**src/rtl/core/tqmps_pkg.sv**
```systemverilog
// Package for the multi-policy task queue: field structs, codes, sizes.
// No dependencies.
`default_nettype none
package tqmps_pkg;
    localparam int DEPTH = 16;
    localparam int IDX_W = $clog2(DEPTH);
    localparam int CNT_W = $clog2(DEPTH + 1);
    localparam int WGT_W = 20;

    localparam logic [2:0] POL_NEWEST = 3'd0;
    localparam logic [2:0] POL_OLDEST = 3'd1;
    localparam logic [2:0] POL_PRIO   = 3'd2;
    localparam logic [2:0] POL_LEVEL  = 3'd3;
    localparam logic [2:0] POL_WEIGHT = 3'd4;

    localparam logic [1:0] REG_POLICY = 2'd0;
    localparam logic [1:0] REG_HIGH   = 2'd1;
    localparam logic [1:0] REG_MID    = 2'd2;

    localparam logic [1:0] ST_DONE  = 2'd0;
    localparam logic [1:0] ST_NONE  = 2'd1;
    localparam logic [1:0] ST_FULL  = 2'd2;

    localparam logic CMD_PUSH = 1'b0;
    localparam logic CMD_POP  = 1'b1;

    typedef struct packed {
        logic        cmd;
        logic [15:0] task_id;
        logic [7:0]  priority_req;
        logic [7:0]  sub_count;
        logic [7:0]  proc_need;
        logic [15:0] mem_need;
        logic [15:0] disk_need;
        logic        has_resource;
    } in_beat_t;

    typedef struct packed {
        logic [1:0]  status;
        logic [15:0] out_id;
        logic [7:0]  out_priority;
    } out_beat_t;

    typedef struct packed {
        logic [15:0]      id;
        logic [7:0]       prio;
        logic             has_res;
        logic [WGT_W-1:0] weight;
    } entry_t;

    typedef enum logic [2:0] {
        S_IDLE, S_WGT, S_SCAN, S_SHIFT, S_OUT
    } state_t;
endpackage
`default_nettype wire

```
**src/rtl/core/tqmps_ram.sv**
```systemverilog
// Single-port-write, single-read synchronous RAM with a registered read.
// Depends on nothing.
`default_nettype none
module tqmps_ram #(
    parameter int AW = 4,
    parameter int DW = 45
) (
    input  wire logic          clk,
    input  wire logic          we,
    input  wire logic [AW-1:0] waddr,
    input  wire logic [DW-1:0] wdata,
    input  wire logic [AW-1:0] raddr,
    output logic      [DW-1:0] rdata
);
    logic [DW-1:0] mem [2**AW];

    always_ff @(posedge clk)
    begin
        if (we)
        begin
            mem[waddr] <= wdata;
        end
        rdata <= mem[raddr];
    end
endmodule
`default_nettype wire

```
**src/rtl/core/task_queue_multi_policy_select.sv**
```systemverilog
// Multi-policy task queue top level: sequencer around the entry RAM.
// Depends on tqmps_pkg and tqmps_ram.
//
// One beat at a time. A push passes through the weight sum and RAM write, then
// the output stage, before its result beat. A dropped push or a pop of an empty
// table goes straight to the output stage. A pop scans the table through the
// single RAM read port, one entry per cycle, then closes the gap by copying the
// later entries down one per cycle, then passes the output stage. The input is
// stalled while a result beat waits in the output register, so the next beat is
// taken only after the result has been taken.
`default_nettype none
module task_queue_multi_policy_select (
    input  wire logic                 clk,
    input  wire logic                 rst_n,
    input  wire logic                 in_valid,
    output logic                      in_stall,
    input  wire tqmps_pkg::in_beat_t  in_data,
    output logic                      out_valid,
    input  wire logic                 out_stall,
    output tqmps_pkg::out_beat_t      out_data,
    input  wire logic                 cfg_we,
    input  wire logic [1:0]           cfg_index,
    input  wire logic [7:0]           cfg_data
);
    import tqmps_pkg::*;

    state_t state_reg, state_next;
    logic [2:0] policy_reg;
    logic [7:0] high_reg, mid_reg;
    logic [CNT_W-1:0] count_reg, count_next;
    in_beat_t in_reg, in_next;
    logic [WGT_W-1:0] prod_reg, prod_next;
    logic [CNT_W-1:0] ptr_reg, ptr_next;   // read address issued
    logic [CNT_W-1:0] rptr_reg, rptr_next; // index of data on rdata
    logic             rv_reg, rv_next;
    logic             found_reg, found_next;
    logic [IDX_W-1:0] best_reg, best_next;
    entry_t           be_reg, be_next;
    logic [1:0]       blvl_reg, blvl_next;
    logic             ovalid_reg, ovalid_next;
    out_beat_t        obeat_reg, obeat_next;

    logic             we;
    logic [IDX_W-1:0] waddr, raddr;
    entry_t           wdata, rd;
    logic [$bits(entry_t)-1:0] rraw;
    logic [1:0]       rlvl;
    logic             better;

    tqmps_ram #(.AW(IDX_W), .DW($bits(entry_t))) u_ram (
        .clk(clk), .we(we), .waddr(waddr), .wdata(wdata),
        .raddr(raddr), .rdata(rraw)
    );
    assign rd = entry_t'(rraw);

    function automatic logic [1:0] lvl(input logic [7:0] p, input logic [7:0] h,
                                       input logic [7:0] m);
        logic [1:0] r;
        r = (p >= h) ? 2'd0 : ((p >= m) ? 2'd1 : 2'd2);
        return r;
    endfunction

    assign rlvl = lvl(rd.prio, high_reg, mid_reg);

    always_comb
    begin
        better = 1'b0;
        case (policy_reg)
            POL_NEWEST: better = 1'b1;
            POL_PRIO:   better = !found_reg || rd.prio > be_reg.prio;
            POL_LEVEL:  better = !found_reg || rlvl < blvl_reg;
            POL_WEIGHT: better = rd.has_res && (!found_reg || rd.weight < be_reg.weight);
            default:    better = !found_reg;
        endcase
    end

    assign in_stall = (state_reg != S_IDLE) || ovalid_reg;
    assign out_valid = ovalid_reg;
    assign out_data = obeat_reg;

    always_comb
    begin
        state_next = state_reg;
        count_next = count_reg;
        in_next = in_reg;
        prod_next = prod_reg;
        ptr_next = ptr_reg;
        rptr_next = rptr_reg;
        rv_next = 1'b0;
        found_next = found_reg;
        best_next = best_reg;
        be_next = be_reg;
        blvl_next = blvl_reg;
        ovalid_next = ovalid_reg && out_stall;
        obeat_next = obeat_reg;
        we = 1'b0;
        waddr = count_reg[IDX_W-1:0];
        wdata = '0;
        raddr = ptr_reg[IDX_W-1:0];
        case (state_reg)
            S_IDLE:
            begin
                if (in_valid && !in_stall)
                begin
                    in_next = in_data;
                    if (in_data.cmd == CMD_PUSH)
                    begin
                        if (count_reg == CNT_W'(DEPTH))
                        begin
                            obeat_next = '{ST_FULL, 16'd0, 8'd0};
                            state_next = S_OUT;
                        end
                        else
                        begin
                            prod_next = WGT_W'(16'(in_data.sub_count) * 16'(in_data.proc_need));
                            state_next = S_WGT;
                        end
                    end
                    else if (count_reg == '0)
                    begin
                        obeat_next = '{ST_NONE, 16'd0, 8'd0};
                        state_next = S_OUT;
                    end
                    else
                    begin
                        found_next = 1'b0;
                        ptr_next = '0;
                        state_next = S_SCAN;
                    end
                end
            end
            S_WGT:
            begin
                we = 1'b1;
                wdata.id = in_reg.task_id;
                wdata.prio = in_reg.priority_req;
                wdata.has_res = in_reg.has_resource;
                wdata.weight = (prod_reg << 2) + (prod_reg << 1)
                             + (WGT_W'(in_reg.mem_need) << 3) + WGT_W'(in_reg.disk_need);
                count_next = count_reg + 1'b1;
                obeat_next = '{ST_DONE, 16'd0, 8'd0};
                state_next = S_OUT;
            end
            S_SCAN:
            begin
                if (ptr_reg != count_reg)
                begin
                    ptr_next = ptr_reg + 1'b1;
                    rv_next = 1'b1;
                    rptr_next = ptr_reg;
                end
                if (rv_reg && better)
                begin
                    found_next = 1'b1;
                    best_next = rptr_reg[IDX_W-1:0];
                    be_next = rd;
                    blvl_next = rlvl;
                end
                if (ptr_reg == count_reg && !rv_reg)
                begin
                    if (!found_reg)
                    begin
                        obeat_next = '{ST_NONE, 16'd0, 8'd0};
                        state_next = S_OUT;
                    end
                    else
                    begin
                        obeat_next = '{ST_DONE, be_reg.id, be_reg.prio};
                        ptr_next = CNT_W'(best_reg) + 1'b1;
                        state_next = S_SHIFT;
                    end
                end
            end
            S_SHIFT:
            begin
                // read ptr, write ptr-1 when data arrives
                if (ptr_reg != count_reg)
                begin
                    ptr_next = ptr_reg + 1'b1;
                    rv_next = 1'b1;
                    rptr_next = ptr_reg;
                end
                if (rv_reg)
                begin
                    we = 1'b1;
                    waddr = IDX_W'(rptr_reg - 1'b1);
                    wdata = rd;
                end
                if (ptr_reg == count_reg && !rv_reg)
                begin
                    count_next = count_reg - 1'b1;
                    state_next = S_OUT;
                end
            end
            S_OUT:
            begin
                ovalid_next = 1'b1;
                state_next = S_IDLE;
            end
            default: state_next = S_IDLE;
        endcase
    end

    always_ff @(posedge clk or negedge rst_n)
    begin
        if (!rst_n)
        begin
            state_reg <= S_IDLE;
            count_reg <= '0;
            ovalid_reg <= 1'b0;
            rv_reg <= 1'b0;
            found_reg <= 1'b0;
            policy_reg <= POL_OLDEST;
            high_reg <= 8'd10;
            mid_reg <= 8'd5;
        end
        else
        begin
            state_reg <= state_next;
            count_reg <= count_next;
            ovalid_reg <= ovalid_next;
            rv_reg <= rv_next;
            found_reg <= found_next;
            if (cfg_we)
            begin
                case (cfg_index)
                    REG_POLICY: policy_reg <= cfg_data[2:0];
                    REG_HIGH:   high_reg <= cfg_data;
                    REG_MID:    mid_reg <= cfg_data;
                    default:    ;
                endcase
            end
        end
    end

    always_ff @(posedge clk)
    begin
        in_reg <= in_next;
        prod_reg <= prod_next;
        ptr_reg <= ptr_next;
        rptr_reg <= rptr_next;
        best_reg <= best_next;
        be_reg <= be_next;
        blvl_reg <= blvl_next;
        obeat_reg <= obeat_next;
    end

`ifndef SYNTH
    a_count_max: assert property (@(posedge clk) disable iff (!rst_n)
        count_reg <= CNT_W'(DEPTH)) else $error("count overflow");
    a_no_accept_busy: assert property (@(posedge clk) disable iff (!rst_n)
        (state_reg != S_IDLE) |-> in_stall) else $error("accept while busy");
    a_out_from_out: assert property (@(posedge clk) disable iff (!rst_n)
        $rose(out_valid) |-> $past(state_reg) == S_OUT) else $error("bad result");
    a_pop_shrinks: assert property (@(posedge clk) disable iff (!rst_n)
        (state_reg == S_SHIFT && state_next == S_OUT) |=> count_reg == $past(count_reg) - 1'b1)
        else $error("pop count");
`endif
endmodule
`default_nettype wire
```
**config.mk**
```make
export PLATFORM = sky130hd
export DESIGN_NAME = task_queue_multi_policy_select
export DESIGN_NICKNAME = d
export VERILOG_FILES = /design/src/rtl/core/tqmps_pkg.sv /design/src/rtl/core/tqmps_ram.sv /design/src/rtl/core/task_queue_multi_policy_select.sv
export SDC_FILE = /design/constraint.sdc
export NUM_CORES = 1
export LEC_CHECK = 0
export BUFFER_PORTS_ARGS = -buffer_cell sky130_fd_sc_hd__buf_2
export CELL_PAD_IN_SITES_DETAIL_PLACEMENT = 2
export CELL_PAD_IN_SITES_GLOBAL_PLACEMENT = 2
export CORE_MARGIN = 2
export CORE_UTILIZATION = 44
export DETAILED_ROUTE_END_ITERATION = 10
export MAX_ROUTING_LAYER = met4
export PLACE_DENSITY = 0.77
export SLEW_MARGIN = 20
export SYNTH_ARGS = -nofsm -noshare
export SYNTH_HDL_FRONTEND = slang
export SYNTH_HIERARCHICAL = 1
export SYNTH_SLANG_ARGS = --single-unit
```
**constraint.sdc**
```tcl
create_clock -name clk -period 11.7 [get_ports clk]
set_input_delay 1.755 -clock clk [delete_from_list [all_inputs] [get_ports clk]]
set_output_delay 1.755 -clock clk [all_outputs]
set_load 0.01 [all_outputs]
```
==> run metrics, run 1 <==
status finished, final reports clean; TritonCTS clock tree built; row count 110; Post-DRT Antenna Nets 0; Yosys top cell area share 65.9%; critical path cell sequence inv_1 > nor2_1 > nand2_1 > nor2_4 > buf_4 > nor2_1 > a21oi_1 > nand2b_1 > nor2_4 > buf_4; min cycle time layout 5.99 ns; Fin. Hold Viols 0; total global routing overflow 0; global-route wire length before repair 182,000 um; hold_buf cts 0; crit-path max FO 53; vias in the first global route 24,613; post-layout util 50.2%; worst skew pair latency 0.69 ns; top-count cell post-synth edfxtp_1; synth warn 6; Distinct cells, synth 75; Initial Util 44.4%; max frequency 167 MHz; Slew headroom 25.3%; Core ar. 90,100 um^2; FFs w/ async S/R, synth 3.15%; I/O Buffers 116; CP bufs+invs 3; power per cell area 256 nW/um^2; Final Wtd Congestion 0.814; io pins 117; post-DP HPWL 71,400 um; filler instances 7,879; largest net degree at the start of global routing 114; main combinational cell family by area after synthesis multiplexers; routed wire length 127,000 um; drc violations 0; Pleak 0.0161 uW; Max-Cap Viols 0; WS Path Type register to register; post-synthesis compound-gate area fraction 4.93%; max FFs per register 720; share of cells above drive strength 1 20.2%; Hold WC Path Type register to register; most frequent cells after synthesis edfxtp_1 (878), inv_1 (129), mux4_2 (116), ha_1 (108), nand2_1 (92); Die Area 93,400 um^2; Iter 0 DRT Violations 2,166; synthesized flop and latch total 953; area share of and/or/nand/nor cells after synthesis 3.80%; Worst Setup End Kind register; Slowest-stage cell, CP nor2_4; setup_tns 0 ns; critical path's top delay family simple AND/OR/NAND/NOR gates; number of synthesized flops with an enable pin 878; Seq/Total Area, Yosys 70.0%; Slew Limit Fails 0; Die W 306 um; # resized after CTS 0; footprint of the multi-input gates 11,200 um^2; syn nets 2,407; area delta synth->final 13.1%; Post-Syn Area 40,000 um^2; xor and xnor area share after synthesis 0.788%; Num CTS Buffers 100; 1st-pass router iterations 5; antenna violations before repair 1; Critical Path RT 12.00 ns; post-synthesis mux area share 11.3%; crit path launch type register; Sequential Area 28,000 um^2; Worst-Margin Slew 1.12 ns; Top FF cell, synth edfxtp_1; final worst-path cycle share 51.2%; clk sinks 953; Via density 6.11; clk_skew 0.0325 ns; top cells by area, synth edfxtp_1 (66%), mux4_2 (6.5%), mux4_1 (4.2%); fin cells 3,584; htree depth 3; Synth Area per Inst 18.7 um^2; RSZ-0062 raised after global routing no; critical path arrival 6.29 ns; CP peak stage delay 0.97 ns; maximum vdd drop 0.152 mV; Mapped Cells 2,144; drt wl/cell 35.3 um; area share of fa/ha/maj cells after synthesis 6.68%; clock tree buffer depth 3; nets 2,586; CTS Root Cell clkbuf_16; Cells after DPL 3,397; final setup violation count 0; gr usage total 28.2%; die height 306 um; post-synth top area cell edfxtp_1; Post-CTS Setup Bufs 0; Vias 21,887; clk slew on worst S/H paths 0.06 ns
## worst register-to-register path: stages, from the launching register on
cell	delay, ns
dfrtp_1	0.66
inv_1	0.22
nor2_1	0.37
nand2_1	0.29
nor2_4	0.16
buf_4	0.81
nor2_1	0.22
a21oi_1	0.71
nand2b_1	0.46
nor2_4	0.97
buf_4	0.70
## power breakdown
part	switching (uW)	internal (uW)	leakage, uW
Sequential	295	4400	0.00886
Clock	1410	1820	0.00159
Combinational	2360	1310	0.00564
Total	4060	7530	0.0161
## layout by cell type, fill, tap and decap left out, types with 15 or more instances in the layout
cell / count
nand2_1: 92
edfxtp_1: 878
nand2b_1: 16
a21oi_1: 38
a22oi_1: 91
nor2_4: 15
mux4_2: 116
xnor2_1: 22
a22o_1: 33
nor2_1: 38
buf_2: 116
and2_1: 68
ha_1: 108
clkinv_2: 19
buf_4: 35
clkbuf_16: 100
mux4_1: 64
fa_1: 66
inv_1: 129
mux2_2: 18
clkbuf_1: 23
dfrtp_1: 25
dfxtp_1: 45
o21ai_0: 31
nor3_1: 21
## through the flow
stage | power (uW) | cell area (um^2) | worst slack (ns) | hold WS, ns
6_report | 11600 | 45300 | 5.71 | 0.454
5_1_grt | 12000 | 45300 | 5.57 | 0.476
4_1_cts | 11600 | 45300 | 5.84 | 0.456
3_5_place_dp | 8240 | 42000 | 5.49 | 0.432
3_3_place_gp | 7830 | 42000 | 5.66 | 0.422
2_1_floorplan | 6940 | 40000 | 3.06 | 0.409
## path summary, 6_finish.rpt
path                            startpoint               end  slack [ns]  cells after the start
max                           state_reg[1]  u_ram/mem[2][17]        5.71                     10
max reg2reg                   state_reg[1]  u_ram/mem[2][17]        5.71                     10
min                        u_ram/rdata[32]        be_reg[32]        0.45                      0
min reg2reg                u_ram/rdata[32]        be_reg[32]        0.45                      0
max in group asynchronous            rst_n     policy_reg[1]       10.09                      1
min in group asynchronous            rst_n       high_reg[7]        1.15                      1
## area by class of cell
type	count	area share, %
Antenna cell	1	0.00553
Clock buffer	137	6.14
Clock inverter	49	1.04
Inverter	130	1.08
Multi-Input combinational cell	985	24.7
Sequential cell	953	61.9
Tap cell	1176	3.25
Timing Repair Buffer	153	1.95
## routing by layer
layer / global-route usage [%] / vias to the layer above / routed length (um)
met2: 49.8 / 942 / 67900
met4: 12.8 / 0 / 5910
li1: - / 8884 / -
met1: 32.2 / 11768 / 46300
met3: 3.44 / 293 / 6520
met5: - / - / 0
## logic make-up (layout without fill, tap and decap cells)
kind of cell / count (synthesis) / in the layout
other: 0 / 1
buffers and inverters: 206 / 469
AND/OR/NAND/NOR: 301 / 301
AO/OA/AOI/OAI: 274 / 274
flip-flops: 953 / 953
adder cells (fa/ha/maj): 174 / 174
multiplexers: 200 / 200
XOR/XNOR: 36 / 36
No activity file was read; power rests on OpenSTA's default activity.
==> inputs of run 2 (changes only) <==
- ABC_AREA: not set -> 1
- CORE_UTILIZATION: 44 -> 38
- PLACE_DENSITY: 0.77 -> 0.8
- clock period: 11.7 -> 5.42 ns (I/O delays scaled with it)
==> run 2 against run 1 <==
Net effect: sequential power grew 130%; synthesized area up 9.7%; die area is 27% higher; power up 150%; critical endpoint is now u_ram/mem[4][14]; largest power group unchanged.
==> run metrics, run 2 <==
Initial Util 38.4% (-6.0 points); drc violations 0 (unchanged); nets 4,544 (+76%); critical path arrival 4.93 ns (-1.36 ns); gr usage total 25.6% (-2.6 points); Via density 5.29 (-13%); worst skew pair latency 0.69 ns (about the same); final setup violation count 0 (unchanged); setup_tns 0 ns (unchanged); die height 344 um (+13%); TritonCTS clock tree built; RSZ-0062 raised after global routing no; area delta synth->final 12.8%; most frequent cells after synthesis nand2_1 (1,200), edfxtp_1 (878), inv_1 (781), nand3_1 (565), ha_1 (108); Post-CTS Setup Bufs 0 (unchanged); Die Area 118,000 um^2 (+27%); Pleak 0.0217 uW (+35%); main combinational cell family by area after synthesis simple AND/OR/NAND/NOR gates; Die W 344 um (+13%); crit-path max FO 16 (-70%); area share of fa/ha/maj cells after synthesis 6.08% (-0.59 points); xor and xnor area share after synthesis 0.638% (-0.15 points); filler instances 11,911 (+51%); clk slew on worst S/H paths 0.06 ns (about the same); cell area after layout 49,600 um^2 (+9.4%); area share of and/or/nand/nor cells after synthesis 17.9% (+14 points); power per cell area 579 nW/um^2 (+130%); Mapped Cells 4,178 (+95%); antenna violations before repair 0 (-1); vias in the first global route 35,248 (+43%); syn nets 4,441 (+85%); Hold WC Path Type primary input to asynchronous set/reset pin; routed wire length 147,000 um (+16%); # resized after CTS 0 (unchanged); Iter 0 DRT Violations 2,331 (+7.6%); post-synthesis compound-gate area fraction 2.40% (-2.5 points); Yosys top cell area share 60.0% (-5.8 points); Placed Area 46,100 um^2 (+9.8%); htree depth 3 (unchanged); maximum vdd drop 0.386 mV (+150%); Worst Setup End Kind register; Synth Area per Inst 10.5 um^2 (-44%); clock tree buffer depth 3 (unchanged); hold_buf cts 0 (unchanged); post-synth top area cell edfxtp_1; total global routing overflow 0 (unchanged); Distinct cells, synth 50 (-33%); max FFs per register 720 (unchanged); CTS Root Cell clkbuf_16; footprint of the multi-input gates 12,000 um^2 (+7.8%); synthesized flop and latch total 953 (unchanged); top-count cell post-synth nand2_1; Fin. Hold Viols 0 (unchanged); Max-Cap Viols 0 (unchanged); Critical Path RT 5.74 ns (-6.26 ns); post-synthesis mux area share 0.0484% (-11 points); status finished, final reports clean; min cycle time layout 4.62 ns (-1.38 ns); 1st-pass router iterations 7 (+2); Core ar. 115,000 um^2 (+27%); FFs w/ async S/R, synth 3.15% (unchanged); Vias 31,099 (+42%); io pins 117 (unchanged); Final Wtd Congestion 0.799 (-1.8%); global-route wire length before repair 220,000 um (+21%); Slew headroom 14.4% (-11 points); largest net degree at the start of global routing 172 (+51%); Worst-Margin Slew 1.28 ns (+0.163 ns); Slew Limit Fails 0 (unchanged); I/O Buffers 116 (unchanged); synth warn 6 (unchanged); drt wl/cell 25.0 um (-29%); Post-DRT Antenna Nets 0 (unchanged); post-DP HPWL 82,700 um (+16%); WS Path Type register to register; most frequent cells in the layout nand2_1 (1,200), edfxtp_1 (878), inv_1 (780); Post-Syn Area 43,900 um^2 (+9.7%); row count 124 (+13%); most common cell after layout, fill and taps aside nand2_1; clk sinks 953 (unchanged); ANT cells 0 (-1); number of synthesized flops with an enable pin 878 (unchanged); Num CTS Buffers 102 (+2.0%); max frequency 217 MHz (+30%); crit path launch type register; final worst-path cycle share 85.2% (+34 points); Sequential Area 28,000 um^2 (unchanged); share of cells above drive strength 1 8.81% (-11 points); top cells by area, synth edfxtp_1 (60%), nand2_1 (10%), inv_1 (6.7%); Top FF cell, synth edfxtp_1; Seq/Total Area, Yosys 63.8% (-6.2 points); clk_skew 0.0267 ns (-0.00581 ns)
run 2: area by class of cell:
type | instances | area share, %
sequential | 953 | 56.5
multi-input combinational | 2258 | 24.3
inverter | 791 | 6.04
clock buffer | 147 | 6.03
tap | 1512 | 3.82
timing repair buffer | 175 | 2.39
clock inverter | 45 | 0.899
run 2: final timing paths:
kind | from | cells after the start | slack, ns | end
max | prod_reg[3] | 12 | 0.80 | u_ram/mem[4][14]
min | rst_n | 1 | 0.20 | mid_reg[4]
max reg2reg | prod_reg[3] | 12 | 0.80 | u_ram/mem[4][14]
min reg2reg | u_ram/rdata[37] | 0 | 0.44 | be_reg[37]
max in group asynchronous | rst_n | 1 | 4.71 | count_reg[1]
min in group clk | in_data[69] | 1 | 0.30 | in_reg[69]
run 2: logic make-up after synthesis:
| family | after synthesis |
|---|---|
| DFF | 953 |
| muxes | 2 |
| and+or+nand+nor | 1882 |
| adders and majority gates | 174 |
| AOI/OAI and AO/OA | 168 |
| xor gates and xnor gates | 32 |
| buffers and inverters | 967 |
run 2: layer usage:
layer | up-vias | global-route usage [%] | wire (um)
met2 | 757 | 46.1 | 78000
met3 | 295 | 2.64 | 5440
li1 | 13727 | - | -
met5 | - | - | 0
met1 | 16320 | 29.9 | 58600
met4 | 0 | 8.04 | 4710
run 2: metrics by stage:
stage | total power (uW) | hold slack, ns | cells | setup slack, ns | utilization [%]
floorplan | 17300 | 0.408 | 4178 | 0.598 | -
global placement | 20600 | 0.411 | 5689 | 0.331 | 40.3
detailed placement | 21400 | 0.420 | 5689 | 0.253 | 40.3
CTS | 28900 | 0.191 | 5881 | 0.820 | 43.3
global route | 30100 | 0.237 | 5881 | 0.548 | 43.3
finish | 28700 | 0.198 | 5881 | 0.804 | 43.3
run 2: critical path, cell delays in order (launching register included):
cell	delay, ns
edfxtp_1	0.46
fa_1	0.53
fa_1	0.44
ha_1	0.38
a21oi_1	0.18
nand2_1	0.12
a21oi_1	0.33
o21ai_1	0.19
a21boi_0	0.28
o21ai_0	0.25
nand2_1	0.13
nand2_1	0.06
o21ai_1	0.89
run 2: report_power, final:
group | total, uW | internal [uW] | switching [uW]
clock network | 7250 | 4200 | 3050
logic | 10700 | 2860 | 7890
registers | 10700 | 10100 | 637
